===== src/crc_fe_pkg.sv =====
package crc_fe_pkg;

    localparam int DEF_MAX_ID_LEN      = 64;
    localparam int DEF_MAX_PAYLOAD_LEN = 256;

    localparam logic [7:0]  FRAME_STX      = 8'h02;
    localparam logic [7:0]  FRAME_ETX      = 8'h03;
    localparam logic [15:0] CRC_POLY       = 16'h1021;
    localparam logic [15:0] CRC_SEED_RESET = 16'hFFFF;
    localparam logic [15:0] LEN_OVERHEAD   = 16'd6;

    localparam logic CMD_START = 1'b0;
    localparam logic CMD_DATA  = 1'b1;

    localparam logic [1:0] ST_FRAME  = 2'd0;
    localparam logic [1:0] ST_REJECT = 2'd1;
    localparam logic [1:0] ST_STRAY  = 2'd2;

    localparam int STEP_W = 3;

    typedef struct packed {
        logic        command;
        logic [7:0]  msg_type;
        logic [7:0]  reader_id_len;
        logic [15:0] pay_len;
        logic [7:0]  data_byte;
    } t_item;

    typedef struct packed {
        logic [7:0] out_byte;
        logic [1:0] status;
        logic       frame_end;
        logic       run_last;
    } t_result;

    function automatic logic [15:0] crc_byte(input logic [15:0] crc, input logic [7:0] b);
        logic [15:0] c;
        c = crc ^ {b, 8'h00};
        for (int i = 0; i < 8; i++) begin
            if (c[15]) begin
                c = {c[14:0], 1'b0} ^ CRC_POLY;
            end else begin
                c = {c[14:0], 1'b0};
            end
        end
        return c;
    endfunction

endpackage


===== src/crc_framed_event_encoder.sv =====
// Event frame encoder: STX, little-endian length, body, CRC-16 (low byte first), ETX.
// Input channel (i_valid / o_stall): one command per transfer, either a start with
// type, ID length and payload length, or one ID/payload data byte.
// Output channel (o_valid / i_stall): one frame byte or error status per transfer,
// o_run_last marking the final result of an input item.
// Config channel (i_cfg_valid / o_cfg_ready, always ready): CRC seed, applied at
// the next start; write it only while the block is idle.
// The first result of an item is formed by the sequencer from the input register
// and is captured in the result register, which drives the output channel.
// Throughput: one result per cycle while the output is not stalled; an item causes
// 1 to 7 results and holds the sequencer until its last one moves on, one CRC byte update per cycle.
// A new item is taken into the input register in the cycle that the last result
// of the previous one moves to the result register; single-result items flow
// back to back.
// Reset clears the frame state to idle and the CRC seed to 0xFFFF.
// A stall on the output holds the result register; the sequencer and then the
// input side back up behind it without loss.
module crc_framed_event_encoder #(
    parameter int MAX_ID_LEN      = crc_fe_pkg::DEF_MAX_ID_LEN,
    parameter int MAX_PAYLOAD_LEN = crc_fe_pkg::DEF_MAX_PAYLOAD_LEN
) (
    input  logic        i_clk,
    input  logic        i_rst_n,
    input  logic        i_cfg_valid,
    input  logic [15:0] i_cfg_data,
    output logic        o_cfg_ready,
    input  logic        i_valid,
    output logic        o_stall,
    input  logic        i_command,
    input  logic [7:0]  i_msg_type,
    input  logic [7:0]  i_reader_id_len,
    input  logic [15:0] i_pay_len,
    input  logic [7:0]  i_data_byte,
    output logic        o_valid,
    input  logic        i_stall,
    output logic [7:0]  o_out_byte,
    output logic [1:0]  o_status,
    output logic        o_frame_end,
    output logic        o_run_last
);
    import crc_fe_pkg::*;

    logic [15:0] r_seed;
    logic        r_in_valid;
    t_item       r_in;

    logic    consume;
    logic    adv;
    logic    res_valid;
    t_result res;
    t_result out_res;

    assign o_cfg_ready = 1'b1;
    assign o_stall     = r_in_valid && !consume;

    always_ff @(posedge i_clk) begin
        if (!i_rst_n) begin
            r_seed <= CRC_SEED_RESET;
        end else if (i_cfg_valid && o_cfg_ready) begin
            r_seed <= i_cfg_data;
        end
    end

    always_ff @(posedge i_clk) begin
        if (!i_rst_n) begin
            r_in_valid <= 1'b0;
        end else if (!o_stall) begin
            r_in_valid <= i_valid;
        end
    end

    always_ff @(posedge i_clk) begin
        if (!o_stall && i_valid) begin
            r_in.command       <= i_command;
            r_in.msg_type      <= i_msg_type;
            r_in.reader_id_len <= i_reader_id_len;
            r_in.pay_len       <= i_pay_len;
            r_in.data_byte     <= i_data_byte;
        end
    end

    crc_fe_seq #(
        .MAX_ID_LEN      (MAX_ID_LEN),
        .MAX_PAYLOAD_LEN (MAX_PAYLOAD_LEN)
    ) u_seq (
        .i_clk        (i_clk),
        .i_rst_n      (i_rst_n),
        .i_seed       (r_seed),
        .i_item_valid (r_in_valid),
        .i_item       (r_in),
        .i_adv        (adv),
        .o_res_valid  (res_valid),
        .o_res        (res),
        .o_consume    (consume)
    );

    crc_fe_out u_out (
        .i_clk       (i_clk),
        .i_rst_n     (i_rst_n),
        .i_res_valid (res_valid),
        .i_res       (res),
        .i_stall     (i_stall),
        .o_adv       (adv),
        .o_valid     (o_valid),
        .o_res       (out_res)
    );

    assign o_out_byte  = out_res.out_byte;
    assign o_status    = out_res.status;
    assign o_frame_end = out_res.frame_end;
    assign o_run_last  = out_res.run_last;

    a_etx_closes: assert property (@(posedge i_clk) disable iff (!i_rst_n)
        o_valid && o_frame_end |->
            o_out_byte == FRAME_ETX && o_status == ST_FRAME && o_run_last)
        else $error("frame end not on a closing ETX");

    a_error_alone: assert property (@(posedge i_clk) disable iff (!i_rst_n)
        o_valid && o_status != ST_FRAME |->
            o_out_byte == 8'h00 && o_run_last && !o_frame_end)
        else $error("error result malformed");

    a_backpressure: assert property (@(posedge i_clk) disable iff (!i_rst_n)
        r_in_valid && o_valid && i_stall |-> o_stall)
        else $error("input item released while output stalled");

endmodule


===== src/crc_fe_seq.sv =====
module crc_fe_seq #(
    parameter int MAX_ID_LEN      = crc_fe_pkg::DEF_MAX_ID_LEN,
    parameter int MAX_PAYLOAD_LEN = crc_fe_pkg::DEF_MAX_PAYLOAD_LEN
) (
    input  logic                 i_clk,
    input  logic                 i_rst_n,
    input  logic [15:0]          i_seed,
    input  logic                 i_item_valid,
    input  crc_fe_pkg::t_item    i_item,
    input  logic                 i_adv,
    output logic                 o_res_valid,
    output crc_fe_pkg::t_result  o_res,
    output logic                 o_consume
);
    import crc_fe_pkg::*;

    localparam int ID_W = $clog2(MAX_ID_LEN + 1);
    localparam int PL_W = $clog2(MAX_PAYLOAD_LEN + 1);

    localparam logic [1:0] PH_IDLE    = 2'd0;
    localparam logic [1:0] PH_ID      = 2'd1;
    localparam logic [1:0] PH_PAYLOAD = 2'd2;

    localparam logic [3:0] K_STRAY = 4'd0;
    localparam logic [3:0] K_REJ   = 4'd1;
    localparam logic [3:0] K_STX   = 4'd2;
    localparam logic [3:0] K_LENLO = 4'd3;
    localparam logic [3:0] K_LENHI = 4'd4;
    localparam logic [3:0] K_IDLEN = 4'd5;
    localparam logic [3:0] K_DATA  = 4'd6;
    localparam logic [3:0] K_TYPE  = 4'd7;
    localparam logic [3:0] K_PLO   = 4'd8;
    localparam logic [3:0] K_PHI   = 4'd9;
    localparam logic [3:0] K_CRCLO = 4'd10;
    localparam logic [3:0] K_CRCHI = 4'd11;
    localparam logic [3:0] K_ETX   = 4'd12;

    logic [1:0]        r_phase;
    logic [ID_W-1:0]   r_id_left;
    logic [PL_W-1:0]   r_pay_left;
    logic [7:0]        r_held_type;
    logic [PL_W-1:0]   r_held_pl;
    logic [15:0]       r_crc;
    logic [STEP_W-1:0] r_step;

    logic [3:0]  kind;
    logic        last;
    logic        bad_start;
    logic        body;
    logic        fire;
    logic [15:0] frame_len;
    logic [15:0] held_pl16;

    assign bad_start = (i_item.reader_id_len == 8'd0)
                    || (i_item.reader_id_len > 8'(MAX_ID_LEN))
                    || (i_item.pay_len > 16'(MAX_PAYLOAD_LEN));
    assign frame_len = 16'(i_item.reader_id_len) + i_item.pay_len + LEN_OVERHEAD;
    assign held_pl16 = 16'(r_held_pl);

    always_comb begin
        kind = K_STRAY;
        last = 1'b1;
        if (i_item.command == CMD_START) begin
            if (bad_start) begin
                kind = K_REJ;
            end else begin
                unique case (r_step)
                    STEP_W'(0): begin kind = K_STX;   last = 1'b0; end
                    STEP_W'(1): begin kind = K_LENLO; last = 1'b0; end
                    STEP_W'(2): begin kind = K_LENHI; last = 1'b0; end
                    default:    begin kind = K_IDLEN; last = 1'b1; end
                endcase
            end
        end else begin
            unique case (r_phase)
                PH_ID: begin
                    unique case (r_step)
                        STEP_W'(0): begin kind = K_DATA;  last = (r_id_left != ID_W'(1)); end
                        STEP_W'(1): begin kind = K_TYPE;  last = 1'b0; end
                        STEP_W'(2): begin kind = K_PLO;   last = 1'b0; end
                        STEP_W'(3): begin kind = K_PHI;   last = (r_pay_left != '0); end
                        STEP_W'(4): begin kind = K_CRCLO; last = 1'b0; end
                        STEP_W'(5): begin kind = K_CRCHI; last = 1'b0; end
                        default:    begin kind = K_ETX;   last = 1'b1; end
                    endcase
                end
                PH_PAYLOAD: begin
                    unique case (r_step)
                        STEP_W'(0): begin kind = K_DATA;  last = (r_pay_left != PL_W'(1)); end
                        STEP_W'(1): begin kind = K_CRCLO; last = 1'b0; end
                        STEP_W'(2): begin kind = K_CRCHI; last = 1'b0; end
                        default:    begin kind = K_ETX;   last = 1'b1; end
                    endcase
                end
                default: begin
                    kind = K_STRAY;
                    last = 1'b1;
                end
            endcase
        end
    end

    always_comb begin
        o_res.status    = ST_FRAME;
        o_res.frame_end = 1'b0;
        o_res.run_last  = last;
        o_res.out_byte  = 8'h00;
        body            = 1'b0;
        unique case (kind)
            K_REJ:   o_res.status = ST_REJECT;
            K_STX:   o_res.out_byte = FRAME_STX;
            K_LENLO: o_res.out_byte = frame_len[7:0];
            K_LENHI: o_res.out_byte = frame_len[15:8];
            K_IDLEN: begin o_res.out_byte = i_item.reader_id_len; body = 1'b1; end
            K_DATA:  begin o_res.out_byte = i_item.data_byte;     body = 1'b1; end
            K_TYPE:  begin o_res.out_byte = r_held_type;          body = 1'b1; end
            K_PLO:   begin o_res.out_byte = held_pl16[7:0];       body = 1'b1; end
            K_PHI:   begin o_res.out_byte = held_pl16[15:8];      body = 1'b1; end
            K_CRCLO: o_res.out_byte = r_crc[7:0];
            K_CRCHI: o_res.out_byte = r_crc[15:8];
            K_ETX:   begin o_res.out_byte = FRAME_ETX; o_res.frame_end = 1'b1; end
            default: o_res.status = ST_STRAY;
        endcase
    end

    assign fire        = i_item_valid && i_adv;
    assign o_res_valid = i_item_valid;
    assign o_consume   = fire && last;

    always_ff @(posedge i_clk) begin
        if (!i_rst_n) begin
            r_step     <= '0;
            r_crc      <= CRC_SEED_RESET;
            r_phase    <= PH_IDLE;
            r_id_left  <= '0;
            r_pay_left <= '0;
        end else if (fire) begin
            r_step <= last ? '0 : r_step + STEP_W'(1);
            if (kind == K_STX) begin
                r_crc <= i_seed;
            end else if (body) begin
                r_crc <= crc_byte(r_crc, o_res.out_byte);
            end
            if (last) begin
                if (i_item.command == CMD_START) begin
                    if (bad_start) begin
                        r_phase    <= PH_IDLE;
                        r_id_left  <= '0;
                        r_pay_left <= '0;
                    end else begin
                        r_phase    <= PH_ID;
                        r_id_left  <= i_item.reader_id_len[ID_W-1:0];
                        r_pay_left <= i_item.pay_len[PL_W-1:0];
                    end
                end else if (r_phase == PH_ID) begin
                    r_id_left <= r_id_left - ID_W'(1);
                    if (r_id_left == ID_W'(1)) begin
                        r_phase <= (r_pay_left == '0) ? PH_IDLE : PH_PAYLOAD;
                    end
                end else if (r_phase == PH_PAYLOAD) begin
                    r_pay_left <= r_pay_left - PL_W'(1);
                    if (r_pay_left == PL_W'(1)) begin
                        r_phase <= PH_IDLE;
                    end
                end
            end
        end
    end

    always_ff @(posedge i_clk) begin
        if (fire && last && i_item.command == CMD_START && !bad_start) begin
            r_held_type <= i_item.msg_type;
            r_held_pl   <= i_item.pay_len[PL_W-1:0];
        end
    end

endmodule


===== src/crc_fe_out.sv =====
module crc_fe_out (
    input  logic                 i_clk,
    input  logic                 i_rst_n,
    input  logic                 i_res_valid,
    input  crc_fe_pkg::t_result  i_res,
    input  logic                 i_stall,
    output logic                 o_adv,
    output logic                 o_valid,
    output crc_fe_pkg::t_result  o_res
);
    import crc_fe_pkg::*;

    logic    r_valid;
    t_result r_res;

    assign o_adv   = !r_valid || !i_stall;
    assign o_valid = r_valid;
    assign o_res   = r_res;

    always_ff @(posedge i_clk) begin
        if (!i_rst_n) begin
            r_valid <= 1'b0;
        end else if (o_adv) begin
            r_valid <= i_res_valid;
        end
    end

    always_ff @(posedge i_clk) begin
        if (o_adv && i_res_valid) begin
            r_res <= i_res;
        end
    end

endmodule


===== config.mk =====
export PLATFORM = sky130hd
export DESIGN_NAME = crc_framed_event_encoder
export DESIGN_NICKNAME = d
export VERILOG_FILES = /design/src/crc_fe_pkg.sv /design/src/crc_framed_event_encoder.sv /design/src/crc_fe_seq.sv /design/src/crc_fe_out.sv
export SDC_FILE = /design/constraint.sdc
export NUM_CORES = 1
export LEC_CHECK = 0
export BUFFER_PORTS_ARGS = -buffer_cell sky130_fd_sc_hd__buf_4
export CAP_MARGIN = 30
export CORE_ASPECT_RATIO = 0.8
export CORE_MARGIN = 2
export CORE_UTILIZATION = 55
export CTS_BUF_LIST = sky130_fd_sc_hd__clkbuf_4 sky130_fd_sc_hd__clkbuf_8
export CTS_CLUSTER_SIZE = 40
export DETAILED_ROUTE_END_ITERATION = 12
export GPL_TIMING_DRIVEN = 0
export HOLD_SLACK_MARGIN = 0.02
export PLACE_DENSITY = 0.79
export SYNTH_ARGS = -nofsm -noshare
export SYNTH_HDL_FRONTEND = slang
export SYNTH_SLANG_ARGS = --single-unit

===== constraint.sdc =====
create_clock -name i_clk -period 4.4 [get_ports i_clk]
set_input_delay 0.44 -clock i_clk [delete_from_list [all_inputs] [get_ports i_clk]]
set_output_delay 0.44 -clock i_clk [all_outputs]
set_load 0.02 [all_outputs]

==> results of run 1 <==
cell families after synthesis:
kind of cell / Yosys count
simple gates: 206
compound gates: 170
flops: 125
buf+inv: 57
fa+ha+maj: 28
xor+xnor: 28
mux: 21
other cells: 1
repair_timing:
item,4_1_cts,5_1_grt
endpoints found under the setup margin,0,7
resized for setup,0,2
setup buffers,0,0
endpoints found under the hold margin,0,0
flip-flops by register name, summed over array words and instances, names as in the netlist, 7 cells and up:
register and flops:
u_out.o_res 12, u_seq.r_id_left 7, u_seq.r_held_pl 9, u_seq.r_held_type 8
u_seq.r_crc 16, r_seed 16, r_in 41, u_seq.r_pay_left 9
layer usage:
metal,vias up,wire (µm)
met3,33,1960
met2,293,7330
met4,0,370
li1,2593,-
met5,-,0
met1,2691,8270
placed cells by master, fill, tap and decap left out, types with 7 or more instances in the layout:
master | netlist | final
and3_1 | 9 | 9
nor2_1 | 32 | 31
clkbuf_1 | 19 | 19
a22oi_1 | 13 | 13
o2111ai_1 | 10 | 10
nor3_1 | 14 | 14
clkbuf_8 | 0 | 18
nand3_1 | 23 | 23
o211a_1 | 11 | 11
o21a_1 | 8 | 8
edfxtp_1 | 70 | 70
buf_4 | 3 | 77
o211ai_1 | 10 | 10
xnor2_1 | 14 | 14
a21oi_1 | 27 | 27
o21ai_0 | 20 | 20
xor2_1 | 8 | 8
dfxtp_1 | 55 | 55
ha_1 | 27 | 27
buf_2 | 7 | 7
mux2i_1 | 17 | 17
nor2b_1 | 14 | 13
nand2_1 | 75 | 75
inv_1 | 25 | 25
metrics by stage:
| step | instance area, µm² | power, µW | instances |
|---|---|---|---|
| 6_report | 7880 | 2620 | 895 |
| 5_1_grt | 7880 | 2720 | 895 |
| 4_1_cts | 7870 | 2640 | 895 |
| 3_5_place_dp | 7480 | 1660 | 863 |
| 3_3_place_gp | 7440 | 1650 | 861 |
| 2_1_floorplan | 6710 | 1540 | 636 |
power groups by stage:
| stage | Sequential [µW] | Clock [µW] | Combinational, µW |
|---|---|---|---|
| 4_1_cts | 1320 | 997 | 315 |
| 6_report | 1330 | 977 | 319 |
| 5_1_grt | 1330 | 1040 | 352 |
| 3_5_place_dp | 1350 | 0 | 313 |
| 2_1_floorplan | 1340 | 0 | 197 |
| 3_3_place_gp | 1350 | 0 | 298 |
layout make-up:
class	count	area share
tap	152	0.0241
timing repair buffer	75	0.0731
clock inverter	11	0.0149
inverter	27	0.0129
buffer	30	0.0178
sequential	125	0.407
clock buffer	21	0.0343
multi-input combinational	454	0.416
worst max-delay path by stage:
stage,start,to
floorplan,u_seq.r_step[1]$_SDFFE_PN0P_,r_in[0]$_DFFE_PP_
global placement,u_seq.r_step[1]$_SDFFE_PN0P_,r_in[35]$_DFFE_PP_
detailed placement,r_in[8]$_DFFE_PP_,u_seq.r_crc[12]$_SDFFE_PN1P_
CTS,r_in[8]$_DFFE_PP_,u_seq.r_crc[12]$_SDFFE_PN1P_
global route,u_seq.r_step[0]$_SDFFE_PN0P_,u_seq.r_crc[12]$_SDFFE_PN1P_
finish,r_in[17]$_DFFE_PP_,u_seq.r_crc[12]$_SDFFE_PN1P_
==> flow_metrics.tcl, run 1 <==
set metrics [dict create \
    status "completed" \
    fin_hold_ws_ps 167 \
    post-route-period-util 0.938 \
    num_io_pins 77 \
    max_clock_freq_mhz 242 \
    antenna_found_initial 0 \
    crit_cells 11 \
    routed_wirelength_um 17900 \
    die_w_um 127 \
    antenna_left 0 \
    crit_fanout 10 \
    grt_max_degree 33 \
    nNetsFinal 820 \
    yosysSeqAreaShare 0.478 \
    yosys.area.top_type_share 0.313 \
    r2r_cells 11 \
    final_util 0.655 \
    cpLargestDelayFamily "simple AND/OR/NAND/NOR gates" \
    hold_depth 1 \
    cts.root.buffer_cell "clkbuf_8" \
    power_density_nw_per_um2 333 \
    worst_setup_path_start_kind "flop" \
    slew_headroom 0.371 \
    synth_compound_area_frac 0.195 \
    required_ps 4710 \
    die_h_um 103 \
    seqPwrFrac 0.506 \
    synth_top_family_by_area "compound AO/OA/AOI/OAI gates" \
    synthTopCellsByArea "edfxtp_1 31%, dfxtp_1 16%, ha_1 5.0%" \
    setup_viol 0 \
    netlist_instances 636 \
    crit_slowest_cell "xor3_1" \
    slowest_delay_ps 540 \
    pwr-share-clk 0.372 \
    initial_core_util 0.558 \
    reg2reg_to "u_seq.r_crc[12]$_SDFFE_PN1P_" \
    async_flop_share 0 \
    p_leak_uw 0.00325 \
    holdBufCountCts 0 \
    cts_buffers 17 \
    holdPathEnd "r_in[24]$_DFFE_PP_" \
    seqCellArea_um2 3200 \
    multiInputGateArea_um2 3280 \
    clk_latency_ps 460 \
    worst_pin_slew_ps 942 \
    clock_skew_ps 18.9 \
    synth_xor_area_frac 0.0485 \
    num_rows 36 \
    io_buffers 73 \
    pre_cts_slack_ps 223 \
    use_met2 0.397 \
    drtIter0Drc 467 \
    min_period_ps 4130 \
    setup.worst_path.end_class "flop" \
    synth_edf_count 70 \
    yosysWarnings 0 \
    final.setup.worst_slack_ps 275 \
    dpl.hpwl_um 13600 \
    comb_power_share 0.122 \
    ys_ff_latch 125 \
    synth.most_common_cell "nand2_1" \
    cp_num_buf_inv 1 \
    synth.mux.area_fraction 0.0321 \
    grt-ovfl-total 0 \
    cts_tree "done" \
    ys_top_cells_by_count "75 x nand2_1, 70 x edfxtp_1, 55 x dfxtp_1, 32 x nor2_1" \
    grt_pass1_wl_um 27600 \
    final.fill_count 956 \
    criticalPathCategory "reg -> reg" \
    use_met1 0.418 \
    hold_start "i_reader_id_len[0]" \
    yosys.area.top_type "edfxtp_1" \
    clockBufferDepth 2 \
    rsz0062_at_grt "false" \
    final.setup.tns_ps 0 \
    path_cells "or4_4 -> nor4_4 -> o2111a_2 -> nor2_1 -> buf_2 -> nor2_1 -> a22oi_1 -> o2111ai_1 -> xor3_1 -> xor3_1 -> o2111ai_1" \
    crit_arrival_ps 4440 \
    cts.sinks 125 \
    maxSlewViolCount 0 \
    synth_area_per_cell_um2 10.5 \
    gp_congestion 1.02 \
    max-vdd-ir-drop_mv 0.246 \
    synthFlopType "edfxtp_1" \
    yosysUniqueCellTypes 91 \
    r2r-start "r_in[17]$_DFFE_PP_" \
    syn-num-nets 726 \
    regToRegSetupSlack_ps 270 \
    coreArea_um2 12000 \
    p_int_uw 1960 \
    synth_adder_area_share 0.0534 \
    grt_usage 0.283 \
    path_clk_slew_ps 80 \
    grt_pass1_vias 5051 \
    drt-pass1-iter-count 5 \
    switchingPower_uw 659 \
    vias_per_cell 6.27 \
    syn_area_um2 6710 \
    synthSimpleGateAreaFrac 0.156 \
    grt_busiest_layer "met1" \
    synthToLayoutAreaGrowth_pct 17.5 \
    drc 0 \
    num_antenna_cells 0 \
    maxCapViolations 0 \
    final_layout_size_suffix_gt1_frac 0.195 \
    via_count 5610 \
    hold_class "in -> reg" \
    switching_share 0.251 \
    wl_per_cell_um 20.0 \
    htree_levels 4 \
    dieArea_um2 13100 \
    met3_usage 0.0794 \
    hold_viol 0 \
]
(Power assumes the default switching activity.)
==> inputs of run 2 (changes only) <==
--- a/config.mk
+++ b/config.mk
@@ -5,6 +5,7 @@
 export SDC_FILE = /design/constraint.sdc
 export NUM_CORES = 1
 export LEC_CHECK = 0
+export ABC_AREA = 1
 export BUFFER_PORTS_ARGS = -buffer_cell sky130_fd_sc_hd__buf_4
 export CAP_MARGIN = 30
 export CORE_ASPECT_RATIO = 0.8
==> run 2 against run 1 <==
Clock power rose by 7%. Critical endpoint is now u_seq.r_crc[1]$_SDFFE_PN1P_. Fmax up 19%. Clock-buffer cell count fell by 3. Clock skew is 6.5 ps lower. Die area rose by 3.1%. Global-route usage down 2.4 points. Core utilization is 1.2 points higher. Via count is 6.0% higher. Power up 7.6%. Highest routed layer unchanged.
==> flow_metrics.tcl, run 2 <==
set metrics [dict create \
    r2r-start "r_in[25]$_DFFE_PP_" \
    routed_wirelength_um 16500 \
    dpl.hpwl_um 12300 \
    grt_pass1_vias 5502 \
    num_antenna_cells 0 \
    cp_num_buf_inv 3 \
    num_rows 36 \
    netlist_instances 816 \
    via_count 5944 \
    io_buffers 75 \
    top_regs "r_in: 41 flops, r_seed: 16 flops, u_seq.r_crc: 16 flops" \
    die_w_um 129 \
    postPlaceCellArea_um2 7730 \
    hold_start "i_pay_len[8]" \
    max_clock_freq_mhz 289 \
    cts_buffers 17 \
    wl_per_cell_um 15.0 \
    grt_pass1_wl_um 27200 \
    p_leak_uw 0.00374 \
    max-vdd-ir-drop_mv 0.281 \
    grt_usage 0.259 \
    hold_class "in -> reg" \
    holdBufCountCts 0 \
    rsz0062_at_grt "false" \
    yosysSeqAreaShare 0.463 \
    nNetsFinal 1002 \
    syn_area_um2 6920 \
    post_cts_buffers 0 \
    gp_congestion 0.918 \
    synthToLayoutAreaGrowth_pct 17.7 \
    yosysWarnings 0 \
    vias_per_cell 5.42 \
    clk_latency_ps 440 \
    ys_ff_latch 125 \
    htree_levels 4 \
    post-route-period-util 0.788 \
    crit_top_cell "nand2_1" \
    initial_core_util 0.567 \
    top_register "r_in" \
    total_power_uw 2820 \
    dpl.cell_count 1064 \
    yosys.area.top_type_share 0.304 \
    grt_max_degree 39 \
    criticalPathCategory "reg -> reg" \
    num_io_pins 77 \
    cts.root.buffer_cell "clkbuf_8" \
    final.setup.worst_slack_ps 935 \
    cts_tree "done" \
    slowest_delay_ps 420 \
    cts.sinks 125 \
    yosys.area.top_type "edfxtp_1" \
    synthFlopType "edfxtp_1" \
    drc 0 \
    cpLargestDelayFamily "simple AND/OR/NAND/NOR gates" \
    coreArea_um2 12200 \
    layout_common_cells "170 x nand2_1, 85 x inv_1, 78 x nand3_1, 77 x buf_4, 70 x edfxtp_1" \
    path_clk_slew_ps 80 \
    synth_area_per_cell_um2 8.48 \
    cts_resized 0 \
    drtIter0Drc 655 \
    drt-pass1-iter-count 5 \
    final_layout_size_suffix_gt1_frac 0.225 \
    maxCapViolations 0 \
    worst_pin_slew_ps 743 \
    synthTopCellsByArea "edfxtp_1 30%, dfxtp_1 16%, nand2_1 9.2%" \
    dieArea_um2 13500 \
    crit_fanout 3 \
    status "completed" \
    final.setup.tns_ps 0 \
    clockBufferDepth 2 \
    power_density_nw_per_um2 346 \
    antenna_left 0 \
    fin_cells 1096 \
    largest_reg_flops 41 \
    worstSetupStartpoint "r_in[25]$_DFFE_PP_" \
    final_cell_area_um2 8150 \
    syn-num-nets 906 \
    grt-ovfl-total 0 \
    slew_headroom 0.505 \
    synth.most_common_cell "nand2_1" \
    crit_arrival_ps 3840 \
    maxSlewViolCount 0 \
    synth_edf_count 70 \
    pre_cts_slack_ps 1020 \
    die_h_um 104 \
    async_flop_share 0 \
    ys_top_cells_by_count "170 x nand2_1, 85 x inv_1, 78 x nand3_1, 70 x edfxtp_1, 57 x a21oi_1" \
    antenna_found_initial 0 \
    setup.worst_path.end_class "flop" \
    clock_skew_ps 12.4 \
    path_cells "inv_1 -> ha_1 -> inv_1 -> ha_1 -> inv_1 -> fa_1 -> o21ai_0 -> nand4_1 -> nand2_1 -> nand2_1 -> nand2_1 -> nand3b_1 -> nand2_1 -> nor2_2 -> nand3_2 -> nand2_1 -> nand3_2 -> nand2_1 -> nand2_1 -> nand2_1 -> o21ai_1 -> nand2_1" \
    hold_viol 0 \
    layout_commonest_cell "nand2_1" \
    min_period_ps 3470 \
    required_ps 4770 \
    worst_setup_path_start_kind "flop" \
    setup_viol 0 \
    crit_slowest_cell "o21ai_0" \
    yosysUniqueCellTypes 43 \
]
-- run 2: worst register-to-register path, delay by kind of cell, from the launching register on --
family                   cells  cell delay (ps)
AND/OR/NAND/NOR             14             1450
flip-flops                   1              400
AO/OA/AOI/OAI                2              470
buffers and inverters        3              270
adder cells (fa/ha/maj)      3              820
-- run 2: cell families after synthesis --
group / Yosys count / synth area share
mux: 1 / 0.00145
other cells: 1 / 0.000542
fa+ha+maj: 28 / 0.0517
xor+xnor: 13 / 0.0165
simple gates: 396 / 0.288
compound gates: 135 / 0.109
buf+inv: 117 / 0.0705
flops: 125 / 0.463
-- run 2: per-stage QoR --
step	hold slack (ps)	utilization
final	165	0.667
after global routing	145	0.667
after CTS	157	0.667
after detailed placement	405	0.633
after global placement	402	0.631
after floorplan	400	-
-- run 2: cell type report --
class | count | area (µm²)
Buffer | 21 | 125
Clock inverter | 14 | 173
Fill cell | 987 | 4060
Tap cell | 171 | 214
Timing Repair Buffer | 77 | 591
Sequential cell | 125 | 3200
Clock buffer | 18 | 241
Inverter | 96 | 363
Multi-Input combinational cell | 574 | 3240
-- run 2: power breakdown --
part | total [µW] | switching (µW) | internal (µW) | leakage (µW)
Combinational | 436 | 266 | 170 | 0.00243
Sequential | 1340 | 38.4 | 1300 | 0.00111
Clock | 1050 | 516 | 534 | 0.000206
Total | 2820 | 820 | 2000 | 0.00374
-- run 2: final timing paths --
kind | end | slack [ps] | cells past startpoint
max | u_seq.r_crc[1]$_SDFFE_PN1P_ | 930 | 22
min | r_in[16]$_DFFE_PP_ | 160 | 1
max reg2reg | u_seq.r_crc[1]$_SDFFE_PN1P_ | 930 | 22
min reg2reg | u_seq.r_held_type[7]$_DFFE_PP_ | 420 | 0
-- run 2: layer usage --
metal / vias to the layer above / global-route usage / wire [µm]
li1: 2939 / - / -
met1: 2684 / 0.394 / 7550
met2: 290 / 0.367 / 6790
met3: 31 / 0.0530 / 1720
met4: 0 / 0.0868 / 415
met5: - / 0 / 0
==> inputs of run 3 (changes only) <==
==> constraint.sdc (replaced) <==
create_clock -name i_clk -period 2.9 [get_ports i_clk]
set_input_delay 0.29 -clock i_clk [delete_from_list [all_inputs] [get_ports i_clk]]
set_output_delay 0.29 -clock i_clk [all_outputs]
set_load 0.02 [all_outputs]
==> run 3 against run 2 <==
The run now ends with negative setup slack left. Clock power is 43% higher. Wire length is 18% higher. Sequential share of layout area is 4.5 points lower. Critical path depth is 1 lower. Fmax is 12% higher. Design area is 13% higher. Clock skew is 4.4 ps higher. Global-route usage is 1.3 points higher. Power is 54% higher. Critical path type unchanged. Highest routed layer unchanged.
==> flow_metrics.tcl, run 3 (synthesis results as in run 2) <==
set metrics [dict create \
    max_clock_freq_mhz 323 \
    fin_cells 1172 \
    io_buffers 75 \
    coreArea_um2 12200 \
    max-vdd-ir-drop_mv 0.466 \
    hold_start "i_cfg_data[9]" \
    grt_usage 0.272 \
    status "complete, but fails checks" \
    setup_viol 17 \
    initial_core_util 0.567 \
    clockBufferDepth 2 \
    grt_pass1_wl_um 28500 \
    required_ps 3230 \
    pre_cts_slack_ps -549 \
    rsz0062_at_grt "true" \
    dpl.cell_count 1064 \
    cts_buffers 17 \
    via_count 6476 \
    power_density_nw_per_um2 474 \
    cp_num_buf_inv 3 \
    die_h_um 104 \
    num_rows 36 \
    path_clk_slew_ps 80 \
    r2r_cells 21 \
    switching_share 0.304 \
    grt_max_degree 38 \
    cpLargestDelayFamily "simple AND/OR/NAND/NOR gates" \
    drtIter0Drc 739 \
    nNetsFinal 1078 \
    htree_levels 4 \
    grt_pass1_vias 5818 \
    gp_congestion 0.922 \
    final.setup.worst_slack_ps -197 \
    criticalPathCategory "reg -> reg" \
    comb_power_share 0.191 \
    maxSlewViolCount 0 \
    hold_viol 0 \
    crit_fanout 5 \
    switchingPower_uw 1320 \
    crit_end "u_seq.r_crc[7]$_SDFFE_PN1P_" \
    regToRegSetupSlack_ps -200 \
    antenna_left 0 \
    num_antenna_cells 0 \
    wl_per_cell_um 16.5 \
    final_layout_size_suffix_gt1_frac 0.316 \
    p_int_uw 3040 \
    crit_arrival_ps 3430 \
    worstSetupStartpoint "r_in[9]$_DFFE_PP_" \
    crit_cells 21 \
    layout_common_cells "142 x nand2_1, 108 x buf_4, 78 x inv_1, 70 x edfxtp_1, 69 x nand3_1" \
    reg2reg_to "u_seq.r_crc[7]$_SDFFE_PN1P_" \
    setup.worst_path.end_class "flop" \
    clock_skew_ps 16.8 \
    crit_slowest_cell "edfxtp_1" \
    hold_class "in -> reg" \
    die_w_um 129 \
    routed_wirelength_um 19400 \
    clk_latency_ps 440 \
    vias_per_cell 5.53 \
    seqPwrFrac 0.466 \
    cts_tree "done" \
    post-route-period-util 1.07 \
    top_register "r_in" \
    final.fill_count 818 \
    fin_hold_ws_ps 57.2 \
    min_period_ps 3100 \
    largest_reg_flops 41 \
    top_regs "r_in: 41 flops, r_seed: 16 flops, u_seq.r_crc: 16 flops" \
    drt-pass1-iter-count 5 \
    worst_pin_slew_ps 817 \
    antenna_found_initial 0 \
    p_leak_uw 0.00414 \
    slew_headroom 0.455 \
    slowest_delay_ps 460 \
    layout_commonest_cell "nand2_1" \
    r2r-start "r_in[9]$_DFFE_PP_" \
    maxCapViolations 0 \
    crit_top_cell "nand2_2" \
    cts.sinks 125 \
    path_cells "buf_4 -> buf_4 -> nor2_2 -> nand2_2 -> o21ai_4 -> nand4_1 -> nand2_4 -> buf_12 -> nand2_4 -> nor2_4 -> nand2_2 -> nand2_2 -> nor2_2 -> nand2_2 -> nand2_1 -> nand2_2 -> nand2_2 -> nand3_1 -> nand3_2 -> nand2_2 -> nand2_1" \
    num_io_pins 77 \
    violations "negative setup slack" \
    cts.root.buffer_cell "clkbuf_8" \
    dpl.hpwl_um 12500 \
    dieArea_um2 13500 \
    grt-ovfl-total 0 \
    pwr-share-clk 0.343 \
    drc 0 \
    worst_setup_path_start_kind "flop" \
    synthToLayoutAreaGrowth_pct 33.0 \
]
## run 3: cell count changes in the layout (fill, tap and decap cells not counted), sizes merged
cell	previous run	this run
clkbuf	29	27
dlygate4sd3	0	41
buf	87	122
clkinv	3	4
bufinv	2	1
clkinvlp	2	3
nor2	82	83
## run 3: worst reg2reg max path, cell delays in order (launching register included)
cell	delay [ps]
edfxtp_1	460
buf_4	170
buf_4	130
nor2_2	90
nand2_2	70
o21ai_4	290
nand4_1	250
nand2_4	200
buf_12	130
nand2_4	80
nor2_4	180
nand2_2	70
nand2_2	90
nor2_2	60
nand2_2	80
nand2_1	60
nand2_2	110
nand2_2	100
nand3_1	130
nand3_2	110
nand2_2	100
nand2_1	40
## run 3: routing by layer
metal  GRT usage  part of all wire  vias up
met2       0.418              0.46      343
met5           0                 0        -
met1       0.380              0.43     2998
met4      0.0668             0.022        0
li1            -                 -     3095
met3      0.0777             0.094       40
## run 3: area by class of cell
type	instances	area, µm²	share of cell area
buffer	21	131	0.0143
clock buffer	17	234	0.0254
clock inverter	15	151	0.0165
inverter	96	363	0.0394
multi-input combinational	575	3620	0.394
sequential	125	3210	0.348
tap	171	214	0.0233
timing repair buffer	152	1280	0.139
## run 3: how the worst min path moves through the flow
stage | endpoint | depth (start not counted)
detailed placement | u_seq.r_held_type[7]$_DFFE_PP_ | 0
global placement | u_seq.r_held_type[5]$_DFFE_PP_ | 0
finish | r_seed[9]$_SDFFE_PN1P_ | 3
CTS | r_in[7]$_DFFE_PP_ | 1
global route | r_seed[12]$_SDFFE_PN1P_ | 3
floorplan | r_in[0]$_DFFE_PP_ | 0
## run 3: what timing repair did
item,in CTS,in global routing
pin swaps,13,38
hold endpoints to repair,40,1
hold buffers,40,1
setup endpoints to repair,15,71
cloned,0,1
gates resized for setup,24,85
setup buffers,13,21
## run 3: power groups by stage
stage / combinational (µW) / clock, µW / sequential [µW]
6_report: 834 / 1500 / 2030
5_1_grt: 909 / 1580 / 2040
4_1_cts: 737 / 1500 / 2030
3_5_place_dp: 649 / 0 / 2070
3_3_place_gp: 626 / 0 / 2070
2_1_floorplan: 435 / 0 / 2060
## run 3: per-stage QoR
stage          power [µW]  TNS (ps)  cell area (µm²)  utilization
2_1_floorplan        2500         0             6930            -
3_3_place_gp         2690    -21760             7700        0.631
3_5_place_dp         2720     -4690             7730        0.633
4_1_cts              4260      -331             8700        0.713
5_1_grt              4530     -3860             9200        0.754
6_report             4360     -1850             9200        0.754
